==> src/hdl/sha1_stream_hasher_core_macros.svh <==
// assertion macros for the sha1 stream hasher core
// used by the top level; expects signals clk and rst_n in scope
`ifndef SHA1_STREAM_HASHER_CORE_MACROS_SVH
`define SHA1_STREAM_HASHER_CORE_MACROS_SVH

// same-cycle implication, checked outside reset
`define SHA1SH_ASSERT_NOW(lbl, ante, cons) \
    lbl: assert property (@(posedge clk) disable iff (!rst_n) (ante) |-> (cons)) \
        else $error("sha1 core check failed");

// next-cycle implication, checked outside reset
`define SHA1SH_ASSERT_NEXT(lbl, ante, cons) \
    lbl: assert property (@(posedge clk) disable iff (!rst_n) (ante) |=> (cons)) \
        else $error("sha1 core check failed");

`endif

==> src/hdl/sha1sh_pkg.sv <==
// shared types and constants of the sha1 stream hasher core
// no dependencies
`timescale 1ns / 1ps

package sha1sh_pkg;

    typedef logic [31:0] word_t;

    localparam word_t H0 = 32'h67452301;
    localparam word_t H1 = 32'hEFCDAB89;
    localparam word_t H2 = 32'h98BADCFE;
    localparam word_t H3 = 32'h10325476;
    localparam word_t H4 = 32'hC3D2E1F0;

    localparam word_t K0 = 32'h5A827999;
    localparam word_t K1 = 32'h6ED9EBA1;
    localparam word_t K2 = 32'h8F1BBCDC;
    localparam word_t K3 = 32'hCA62C1D6;

    localparam logic [7:0] PAD_BYTE = 8'h80;
    localparam logic [5:0] LEN_POS  = 6'd56;

    localparam logic [6:0] ROUND_Q1   = 7'd20;
    localparam logic [6:0] ROUND_Q2   = 7'd40;
    localparam logic [6:0] ROUND_Q3   = 7'd60;
    localparam logic [6:0] ROUND_LAST = 7'd79;

    localparam logic [2:0] LAST_IDX = 3'd4;

    // controller to datapath
    typedef struct packed {
        logic       push_in;   // take the input byte
        logic       push_pad;  // take the next padding byte
        logic       load;      // copy chain words into working registers
        logic       round;     // run one compression round
        logic       add;       // fold working registers into chain words
        logic       clear;     // back to initial state
        logic [2:0] out_idx;   // digest word to show
    } dp_cmd_t;

    // datapath to controller
    typedef struct packed {
        logic fill_last;   // the next byte completes a block
        logic round_last;  // this is round 79
        logic len_done;    // the block holding the bit count was filled
    } dp_stat_t;

endpackage

==> src/hdl/sha1_stream_hasher_core.sv <==
// top level of the sha1 stream hasher core: stream ports, controller and
// datapath; uses sha1sh_pkg, sha1sh_ctrl, sha1sh_dp and the assertion macros
`timescale 1ns / 1ps
`include "sha1_stream_hasher_core_macros.svh"

// SHA-1 over a byte stream. Each input item may carry one message byte
// (s_tuser high) and may end the message (s_tlast high). An item that
// carries no block-completing byte and does not end the message leaves the
// block ready for the next item. The byte that completes a 64-byte block
// starts a compression pass: a load step, 80 rounds through a single round
// unit at one round per clock, and an add step that folds the result into
// the chaining words; the block accepts no item meanwhile. On the final item
// the block pads on its own, one padding byte per clock up to the end of the
// block, then compresses (twice when more than 55 bytes of the last block
// are filled), and then presents the five digest words, most significant
// first, one per output handshake, the fifth marked by m_tlast. After the
// fifth word is taken the chaining words, byte and bit counters and padding
// flags return to their initial values for the next message. For long
// messages the one-round-per-clock compression loop sets the pace. No item
// is accepted while digest words are being presented.
module sha1_stream_hasher_core (
    input  logic        clk,
    input  logic        rst_n,
    // input item
    input  logic        s_tvalid,
    output logic        s_tready,
    input  logic [7:0]  s_tdata,   // [7:0] data_byte
    input  logic        s_tuser,   // [0] has_byte
    input  logic        s_tlast,   // is_final
    // result item
    output logic        m_tvalid,
    input  logic        m_tready,
    output logic [39:0] m_tdata,   // [31:0] digest_word, [34:32] word_index, rest zero
    output logic        m_tlast    // last_word
);

    sha1sh_pkg::dp_cmd_t  dp_cmd;
    sha1sh_pkg::dp_stat_t dp_stat;
    logic [31:0]          digest_word;
    logic [2:0]           word_index;

    sha1sh_ctrl u_ctrl (
        .clk        (clk),
        .rst_n      (rst_n),
        .in_valid   (s_tvalid),
        .has_byte   (s_tuser),
        .is_final   (s_tlast),
        .in_ready   (s_tready),
        .out_valid  (m_tvalid),
        .out_ready  (m_tready),
        .out_last   (m_tlast),
        .word_index (word_index),
        .stat       (dp_stat),
        .cmd        (dp_cmd)
    );

    sha1sh_dp u_dp (
        .clk         (clk),
        .rst_n       (rst_n),
        .byte_in     (s_tdata),
        .cmd         (dp_cmd),
        .stat        (dp_stat),
        .digest_word (digest_word)
    );

    // digest word in the low bits, its position above, zero fill to 40 bits
    assign m_tdata = {5'b00000, word_index, digest_word};

    // input and output sides are never open together
    `SHA1SH_ASSERT_NOW(a_no_overlap, m_tvalid, !s_tready)

    // the fifth digest word taken puts the block back in idle
    `SHA1SH_ASSERT_NEXT(a_back_to_idle, m_tvalid && m_tready && m_tlast, s_tready && !m_tvalid)

    // an item with no byte that does not end the message leaves the block ready
    `SHA1SH_ASSERT_NEXT(a_empty_item, s_tvalid && s_tready && !s_tuser && !s_tlast, s_tready)

    // the word marked last is always the fifth one
    `SHA1SH_ASSERT_NOW(a_last_pos, m_tvalid && m_tlast, m_tdata[34:32] == sha1sh_pkg::LAST_IDX)

endmodule

==> src/hdl/sha1sh_dp.sv <==
// datapath of the sha1 stream hasher core: byte packing, schedule shift line,
// round unit, chain words, counters and padding source; uses sha1sh_pkg
`timescale 1ns / 1ps

module sha1sh_dp (
    input  logic                clk,
    input  logic                rst_n,
    input  logic [7:0]          byte_in,
    input  sha1sh_pkg::dp_cmd_t cmd,
    output sha1sh_pkg::dp_stat_t stat,
    output logic [31:0]         digest_word
);

    logic [31:0] chain_reg [5];
    logic [31:0] a_reg, b_reg, c_reg, d_reg, e_reg;
    logic [31:0] w_reg [16];
    logic [23:0] part_reg;
    logic [5:0]  fill_reg;
    logic [63:0] bitcnt_reg;
    logic [6:0]  rnd_reg;
    logic        pad_started_reg;
    logic        len_ok_reg;
    logic        len_done_reg;

    logic [7:0]  pad_byte;
    logic [7:0]  byte_sel;
    logic        push;
    logic        word_push;
    logic [31:0] sched_mix;
    logic [31:0] sched_new;
    logic [31:0] f_val;
    logic [31:0] k_val;
    logic [31:0] t_val;

    // padding: marker byte first, then zeros, bit count in the last 8 bytes
    always_comb
    begin
        if (!pad_started_reg)
            pad_byte = sha1sh_pkg::PAD_BYTE;
        else if (len_ok_reg && (fill_reg >= sha1sh_pkg::LEN_POS))
            pad_byte = bitcnt_reg[{~fill_reg[2:0], 3'b000} +: 8];
        else
            pad_byte = 8'h00;
    end

    assign byte_sel  = cmd.push_pad ? pad_byte : byte_in;
    assign push      = cmd.push_in | cmd.push_pad;
    assign word_push = push && (fill_reg[1:0] == 2'b11);

    assign sched_mix = w_reg[13] ^ w_reg[8] ^ w_reg[2] ^ w_reg[0];
    assign sched_new = {sched_mix[30:0], sched_mix[31]};

    always_comb
    begin
        if (rnd_reg < sha1sh_pkg::ROUND_Q1)
        begin
            f_val = (b_reg & c_reg) | (~b_reg & d_reg);
            k_val = sha1sh_pkg::K0;
        end
        else if (rnd_reg < sha1sh_pkg::ROUND_Q2)
        begin
            f_val = b_reg ^ c_reg ^ d_reg;
            k_val = sha1sh_pkg::K1;
        end
        else if (rnd_reg < sha1sh_pkg::ROUND_Q3)
        begin
            f_val = (b_reg & c_reg) | (b_reg & d_reg) | (c_reg & d_reg);
            k_val = sha1sh_pkg::K2;
        end
        else
        begin
            f_val = b_reg ^ c_reg ^ d_reg;
            k_val = sha1sh_pkg::K3;
        end
    end

    assign t_val = {a_reg[26:0], a_reg[31:27]} + f_val + e_reg + k_val + w_reg[0];

    // chain words, counters and padding flags
    always_ff @(posedge clk or negedge rst_n)
    begin
        if (!rst_n)
        begin
            chain_reg[0]    <= sha1sh_pkg::H0;
            chain_reg[1]    <= sha1sh_pkg::H1;
            chain_reg[2]    <= sha1sh_pkg::H2;
            chain_reg[3]    <= sha1sh_pkg::H3;
            chain_reg[4]    <= sha1sh_pkg::H4;
            fill_reg        <= '0;
            bitcnt_reg      <= '0;
            rnd_reg         <= '0;
            pad_started_reg <= 1'b0;
            len_ok_reg      <= 1'b0;
            len_done_reg    <= 1'b0;
        end
        else if (cmd.clear)
        begin
            chain_reg[0]    <= sha1sh_pkg::H0;
            chain_reg[1]    <= sha1sh_pkg::H1;
            chain_reg[2]    <= sha1sh_pkg::H2;
            chain_reg[3]    <= sha1sh_pkg::H3;
            chain_reg[4]    <= sha1sh_pkg::H4;
            fill_reg        <= '0;
            bitcnt_reg      <= '0;
            pad_started_reg <= 1'b0;
            len_ok_reg      <= 1'b0;
            len_done_reg    <= 1'b0;
        end
        else
        begin
            if (push)
                fill_reg <= fill_reg + 6'd1;
            if (cmd.push_in)
                bitcnt_reg <= bitcnt_reg + 64'd8;
            if (cmd.push_pad)
            begin
                pad_started_reg <= 1'b1;
                // a fresh block after the marker always has room for the count
                if (&fill_reg)
                begin
                    len_ok_reg   <= 1'b1;
                    len_done_reg <= len_ok_reg;
                end
                else if (!pad_started_reg && (fill_reg < sha1sh_pkg::LEN_POS))
                    len_ok_reg <= 1'b1;
            end
            if (cmd.load)
                rnd_reg <= '0;
            else if (cmd.round)
                rnd_reg <= rnd_reg + 7'd1;
            if (cmd.add)
            begin
                chain_reg[0] <= chain_reg[0] + a_reg;
                chain_reg[1] <= chain_reg[1] + b_reg;
                chain_reg[2] <= chain_reg[2] + c_reg;
                chain_reg[3] <= chain_reg[3] + d_reg;
                chain_reg[4] <= chain_reg[4] + e_reg;
            end
        end
    end

    // working registers and schedule shift line, word 0 is the current one
    always_ff @(posedge clk)
    begin
        if (push)
            part_reg <= {part_reg[15:0], byte_sel};
        if (word_push)
        begin
            for (int i = 0; i < 15; i++)
                w_reg[i] <= w_reg[i + 1];
            w_reg[15] <= {part_reg, byte_sel};
        end
        else if (cmd.round)
        begin
            for (int i = 0; i < 15; i++)
                w_reg[i] <= w_reg[i + 1];
            w_reg[15] <= sched_new;
        end
        if (cmd.load)
        begin
            a_reg <= chain_reg[0];
            b_reg <= chain_reg[1];
            c_reg <= chain_reg[2];
            d_reg <= chain_reg[3];
            e_reg <= chain_reg[4];
        end
        else if (cmd.round)
        begin
            a_reg <= t_val;
            b_reg <= a_reg;
            c_reg <= {b_reg[1:0], b_reg[31:2]};
            d_reg <= c_reg;
            e_reg <= d_reg;
        end
    end

    always_comb
    begin
        case (cmd.out_idx)
            3'd0:    digest_word = chain_reg[0];
            3'd1:    digest_word = chain_reg[1];
            3'd2:    digest_word = chain_reg[2];
            3'd3:    digest_word = chain_reg[3];
            3'd4:    digest_word = chain_reg[4];
            default: digest_word = chain_reg[4];
        endcase
    end

    assign stat.fill_last  = &fill_reg;
    assign stat.round_last = (rnd_reg == sha1sh_pkg::ROUND_LAST);
    assign stat.len_done   = len_done_reg;

endmodule

==> src/hdl/sha1sh_ctrl.sv <==
// controller of the sha1 stream hasher core: input handshake, block
// compression sequence, padding pass and digest output; uses sha1sh_pkg
`timescale 1ns / 1ps

module sha1sh_ctrl (
    input  logic                 clk,
    input  logic                 rst_n,
    input  logic                 in_valid,
    input  logic                 has_byte,
    input  logic                 is_final,
    output logic                 in_ready,
    output logic                 out_valid,
    input  logic                 out_ready,
    output logic                 out_last,
    output logic [2:0]           word_index,
    input  sha1sh_pkg::dp_stat_t stat,
    output sha1sh_pkg::dp_cmd_t  cmd
);

    typedef enum logic [5:0] {
        ST_IDLE  = 6'b000001,
        ST_LOAD  = 6'b000010,
        ST_ROUND = 6'b000100,
        ST_ADD   = 6'b001000,
        ST_PAD   = 6'b010000,
        ST_OUT   = 6'b100000
    } state_t;

    state_t     state_reg, state_next;
    logic       fin_reg, fin_next;
    logic [2:0] idx_reg, idx_next;
    logic       accept;

    assign accept = in_valid && (state_reg == ST_IDLE);

    always_comb
    begin
        state_next   = state_reg;
        fin_next     = fin_reg;
        idx_next     = idx_reg;
        cmd          = '0;
        cmd.out_idx  = idx_reg;
        case (state_reg)
            ST_IDLE:
            begin
                if (accept)
                begin
                    cmd.push_in = has_byte;
                    fin_next    = is_final;
                    if (has_byte && stat.fill_last)
                        state_next = ST_LOAD;
                    else if (is_final)
                        state_next = ST_PAD;
                end
            end
            ST_LOAD:
            begin
                cmd.load   = 1'b1;
                state_next = ST_ROUND;
            end
            ST_ROUND:
            begin
                cmd.round = 1'b1;
                if (stat.round_last)
                    state_next = ST_ADD;
            end
            ST_ADD:
            begin
                cmd.add = 1'b1;
                if (!fin_reg)
                    state_next = ST_IDLE;
                else if (stat.len_done)
                    state_next = ST_OUT;
                else
                    state_next = ST_PAD;
            end
            ST_PAD:
            begin
                cmd.push_pad = 1'b1;
                if (stat.fill_last)
                    state_next = ST_LOAD;
            end
            ST_OUT:
            begin
                if (out_ready)
                begin
                    if (idx_reg == sha1sh_pkg::LAST_IDX)
                    begin
                        cmd.clear  = 1'b1;
                        fin_next   = 1'b0;
                        idx_next   = '0;
                        state_next = ST_IDLE;
                    end
                    else
                        idx_next = idx_reg + 3'd1;
                end
            end
            default:
            begin
                state_next = ST_IDLE;
            end
        endcase
    end

    always_ff @(posedge clk or negedge rst_n)
    begin
        if (!rst_n)
        begin
            state_reg <= ST_IDLE;
            fin_reg   <= 1'b0;
            idx_reg   <= '0;
        end
        else
        begin
            state_reg <= state_next;
            fin_reg   <= fin_next;
            idx_reg   <= idx_next;
        end
    end

    assign in_ready   = (state_reg == ST_IDLE);
    assign out_valid  = (state_reg == ST_OUT);
    assign out_last   = (idx_reg == sha1sh_pkg::LAST_IDX);
    assign word_index = idx_reg;

endmodule

==> config.mk <==
export PLATFORM = sky130hd
export DESIGN_NAME = sha1_stream_hasher_core
export DESIGN_NICKNAME = d
export VERILOG_FILES = /design/src/hdl/sha1sh_pkg.sv /design/src/hdl/sha1_stream_hasher_core.sv /design/src/hdl/sha1sh_dp.sv /design/src/hdl/sha1sh_ctrl.sv
export VERILOG_INCLUDE_DIRS = /design/src /design/src/hdl
export SDC_FILE = /design/constraint.sdc
export NUM_CORES = 2
export LEC_CHECK = 0
export BUFFER_PORTS_ARGS = -buffer_cell sky130_fd_sc_hd__buf_2
export CAP_MARGIN = 25
export CORE_AREA = 3 3 318 320
export DETAILED_ROUTE_END_ITERATION = 8
export DIE_AREA = 0 0 321 323
export PLACE_DENSITY_LB_ADDON = 0.1
export SLEW_MARGIN = 25
export SYNTH_ARGS = -nofsm -noshare
export SYNTH_HDL_FRONTEND = slang
export SYNTH_SLANG_ARGS = --single-unit
==> constraint.sdc <==
create_clock -name clk -period 17.8 [get_ports clk]
set_input_delay 3.56 -clock clk [delete_from_list [all_inputs] [get_ports clk]]
set_output_delay 3.56 -clock clk [all_outputs]
set_load 0.02 [all_outputs]
After elaboration in Yosys (flattened, before gate mapping)
Memories as Yosys holds them, arrays and structs flattened.
Cells that the tools add are included.
{"block": "totals", "regBits": 434, "out_inout_bits": 43, "word_cells": 194, "ramBits": 512, "memories": 1, "in_bits": 14}
{"block": "classes", "shift": 1, "n_lt_le_gt_ge": 5, "n_bitwise": 32, "reduce_logical": 22, "eq_ne": 18, "n_addsub": 13, "n_mux": 82}
{"memory": "u_dp.w_reg", "words": 16, "width": 32, "read_ports": 16, "rd_clocked_by_memory_dff": 0, "write_ports": 16, "line": "sha1sh_dp.sv:16", "text": "logic [31:0] w_reg [16];"}
{"cell": "two-way mux 32 bit", "n": 31}
{"cell": "two-way mux 160 bit", "n": 2}
{"cell": "adder 32 bit", "n": 9}
{"cell": "XOR 32 bit", "n": 5}
{"cell": "AND 32 bit", "n": 4}
{"cell": "two-way mux 64 bit", "n": 2}
{"cell": "case mux 32 bit (4 select lines)", "n": 1}
{"cell": "OR 32 bit", "n": 3}
{"cell": "two-way mux 6 bit", "n": 11}
{"cell": "adder 64 x 4 -> 64 bit, second input constant", "n": 1}
{"cell": "variable part select 64 x 7 -> 8 bit", "n": 1}
{"cell": "case mux 6 bit (6 select lines)", "n": 1}
{"cell": "NOT 32 bit", "n": 1}
{"cell": "two-way mux 31 bit", "n": 1}
{"cell": "two-way mux 1 bit", "n": 26}
{"cell": "two-way mux 8 bit", "n": 3}
{"cell": "OR 1 bit", "n": 17}
{"cell": "< comparator 7 x 6 -> 1 bit, second input constant", "n": 2}
{"cell": "two-way mux 7 bit", "n": 2}
{"cell": "nonzero test 2 bit", "n": 7}
{"cell": "AND reduction 6 bit", "n": 2}
{"cell": "!= test 2 x 1 -> 1 bit, second input constant", "n": 4}
{"cell": "AND reduction 2 bit", "n": 4}
{"cell": "adder 7 x 1 -> 7 bit, second input constant", "n": 1}
{"cell": "other kinds (27)", "n": 32}

Longest topological paths before layout
{"block": "logic_depth", "ltp_word": 12, "depth_mapped": 26, "depth_no_buf": 24}

By module
From an unflattened synthesis, not the netlist that was laid out.
{"block": "hier_totals", "hier_cells": 3959, "area_unflattened_um2": 49368.6}
{"mod": "sha1sh_dp", "n_inst": 1, "cells_each": 3873, "area_each_um2": 48649.2, "seq_area_each_um2": 26930.8}
{"mod": "sha1sh_ctrl", "n_inst": 1, "cells_each": 80, "area_each_um2": 678.2, "seq_area_each_um2": 251.5}
{"mod": "sha1_stream_hasher_core", "n_inst": 1, "cells_each": 6, "area_each_um2": 41.3, "seq_area_each_um2": 0.0}

Worst setup path after synthesis
Ideal clock, no wire load.
{"block": "synth_timing", "path_type": "input port to flip-flop", "startpoint": "input port s_tvalid", "endpoint": "memory u_dp.w_reg[0][0] (enable)", "setup_slack_ps": 633, "path_stages": 6, "setup_ps": 3654, "n_path_buf": 2, "t_required_ps": 14146, "arrival_ps": 13513, "cell_sequence": "nand4_2 -> nand2_1 -> nand2_1 -> clkbuf_1 -> clkbuf_1 -> nand2_1"}
{"item": "start, declared", "line": "sha1_stream_hasher_core.sv:25", "text": "input logic s_tvalid,"}
{"item": "end, declared", "line": "sha1sh_dp.sv:16"}

Final worst setup path
{"block": "layout_timing", "startpoint": "register u_ctrl.idx_reg[0], in the netlist u_ctrl.word_index[0]", "endpoint": "output port m_tdata[30]"}
{"block": "layout_between", "elab_chain_cells": 2, "word_cells_on_any_way": 5, "cone_classes": "3 x eq/ne; 1 x mux; 1 x reduce/logical"}
{"item": "start, declared", "line": "sha1sh_ctrl.sv:31", "text": "logic [2:0] idx_reg, idx_next;"}
{"item": "start signal, assigned", "line": "sha1sh_ctrl.sv:117", "text": "idx_reg <= idx_next;"}
{"item": "== test 3 x 2 -> 1 bit, or another cell as far along", "line": "sha1sh_dp.sv:179", "text": "case (cmd.out_idx)"}
{"item": "case mux 32 bit (4 select lines) *", "line": "sha1sh_dp.sv:179"}
{"item": "end, declared", "line": "sha1_stream_hasher_core.sv:33", "text": "output logic [39:0] m_tdata,"}
Every way passes the cells marked *; elsewhere a longest branch is shown, timed or not.

==> results.toml <==
[worst_setup_path]
crit_arrival_ns = 4.18
slowest_stage = "or4_2"
path_delay_family = "simple AND/OR/NAND/NOR gates"
crit_top_cell = "buf_4"
crit_buf_inv = 4
crit_chain = "inv_1 > ha_1 > nor2b_4 > buf_4 > or4_2 > buf_4 > a31oi_1 > buf_2"
end_kind = "output pin"
crit_required_ns = 14.24
crit_fanout = 38
critPathKind = "flip-flop to output pin"
startpoint_type = "flip-flop"
slowest_delay_ns = 1.02

[placement]
dp_hpwl_mm = 91.27
gp_congestion = 0.9289
port_buffers = 51

[sta]
setup_violations = 0
tightest_slew_ns = 1.105
slew_viol_final = 0
final.setup.tns_ns = 0
hold_slack_ns = 0.4099
period_share = 0.4349
rsz0062_at_grt = "false"
hold_violations = 0
relSlewSlack = 0.2616
timing.fmax_ghz = 0.1292
finClkSkew_ns = 0.02696
post-route-min-period_ns = 7.742

[synthesis]
postSynth.asyncResetShare = 0.2619
synth_area_um2 = 49260
synth_edf_count = 696
synthXorXnorAreaFrac = 0.05370
synth_top_family_by_area = "compound AO/OA/AOI/OAI gates"
syn-mean-instance-area_um2 = 11.44
synthAdderAreaFrac = 0.1086
synth_mux_area_frac = 0.01135
ys_types = 92
synth_compound_area_frac = 0.1225
synthCells = 4304
ys_ff_latch = 943
yosysWarnings = 0
ys.flop_type = "edfxtp_1"
ys_seq_area_frac = 0.5518
synthSimpleGateAreaFrac = 0.1221

[global_route]
antenna_found_initial = 5
overflow = 0
grt_pass1_wl_mm = 200.3
grt_max_degree = 205
grt_pass1_vias = 32090
grt_usage = 0.2546

[detailed_routing]
via_per_inst = 5.885
drt_iter0_drc = 3220
wl_per_cell_um = 23.16
routed-via-count = 33590
wirelength_mm = 132.2
drt_first_pass_iters = 5
drtAntennaViolNets = 0
drc = 0

[clock_tree]
cts_resized = 0
clock_sinks = 943
cts_hold_buf = 0
cts_buffer_depth = 3
cts-root-buf = "clkbuf_16"
post_cts_buffers = 0
cts_tree = "built"
path_clk_slew_ns = 0.06
cts_max_level = 3
clkLatencyLatePin_ns = 0.70
numCtsBuffers = 99

[cells_and_area]
layout_commonest_cell = "edfxtp_1"
fin_nets = 4697
utilization = 0.5516
drive_gt1_frac = 0.08311
largest_register_ffs = 512
area_growth_pct = 10.22
mostFrequentLayoutCells = "edfxtp_1, nand2_1, nor2_1"

[run_status]
outcome = "finished, final reports clean"

[floorplanning]
rows = 115
initial_core_util = 0.5005
core_area_um2 = 98420
die_x_um = 321
dieArea_um2 = 103700
die_h_um = 323
pin_count = 57

[pwr]
p_leak_nw = 21.13
power_density_nw_per_um2 = 82.64
peakVddDrop_mv = 0.07754

[run]
drv_cap = 0

[worst_hold_path]
worstHoldPathType = "flip-flop to flip-flop"
[synthesized netlist by cell type, drive strengths merged (53+ instances only)]
master,number,area share
a21o,73,0.011
nand3,111,0.011
nor3,87,0.0093
dfrtp,166,0.084
dfstp,81,0.043
clkbuf,139,0.011
xor2,117,0.021
fa,124,0.050
a31oi,53,0.0069
nor2,329,0.025
xnor2,185,0.033
edfxtp,696,0.42
o21ai,253,0.026
inv,220,0.017
a22oi,65,0.0099
a21oi,233,0.024
ha,229,0.058
nand2,556,0.042
[final cells by class]
class                      instances  area [um^2]
antenna                            4        10.01
clock buffer                     125         2616
clock inverter                    62        737.0
fill                            8428        44130
inverter                         220        830.8
multi-input combinational       2979        20690
sequential                       943        27180
tap                             1287         1610
timing repair buffer              87        613.1
[per-stage QoR]
stage | worst slack [ns] | power [mW] | instances | area (um^2)
after floorplan | 0.6331 | 2.384 | 4308 | 49270
after global routing | 9.919 | 4.619 | 5703 | 54280
after detailed placement | 10.12 | 2.399 | 5515 | 50890
after CTS | 10.04 | 4.534 | 5702 | 54250
final | 10.06 | 4.486 | 5707 | 54290
after global placement | 10.19 | 2.399 | 5515 | 50890
[worst register-to-register path: stages, from the launching register on]
cell      delay [ns]
dfrtp_1         0.46
a41oi_1         0.53
inv_2           0.24
nor2_1          0.29
inv_2           0.06
nand2_1         0.26
buf_4           0.49
nor2_1          0.09
a211oi_1        0.30
fa_1            0.46
inv_1           0.08
fa_1            0.42
fa_1            0.49
inv_1           0.04
ha_1            0.20
a211oi_1        0.30
o21ai_1         0.15
a32oi_1         0.46
o221ai_1        0.35
o211ai_1        0.33
a21oi_1         0.17
o211a_1         0.26
o21a_1          0.17
o31ai_1         0.21
[cells by family after synthesis]
family,Yosys count
AND/OR/NAND/NOR,1332
AO/OA/AOI/OAI,948
flip-flops,943
buffers and inverters,386
adder cells (fa/ha/maj),353
XOR/XNOR,302
multiplexers,39
other,1
[path summary, 6_finish.rpt]
check | slack, ns | depth (start not counted) | endpoint | from
min in group asynchronous | 2.83 | 1 | u_dp.chain_reg[116]$_DFFE_PN0P_ | rst_n
setup reg to reg | 10.84 | 23 | u_dp.a_reg[30]$_DFFE_PP_ | u_dp.rnd_reg[4]$_DFFE_PN0P_
hold reg to reg | 0.41 | 0 | u_dp.w_reg[0][3]$_DFFE_PP_ | u_dp.w_reg[1][3]$_DFFE_PP_
max in group asynchronous | 13.75 | 2 | u_dp.bitcnt_reg[27]$_DFFE_PN0P_ | rst_n
hold / removal | 0.41 | 0 | u_dp.w_reg[0][3]$_DFFE_PP_ | u_dp.w_reg[1][3]$_DFFE_PP_
setup / recovery | 10.06 | 8 | m_tdata[30] | u_ctrl.word_index[0]$_DFFE_PN0P_
[power breakdown]
part           internal (mW)  switching, mW
combinational        0.00200         0.0148
clock                   1.23          0.906
sequential              2.34              0
total                   3.57          0.921
[layer usage]
layer,vias up,global-route usage,part of all wire
li1,15530,-,-
met1,16660,0.3669,0.44
met2,1136,0.3912,0.45
met3,265,0.04079,0.067
met4,2,0.09697,0.042
met5,-,0,0.000098
Power figures use the tool's default switching activity.
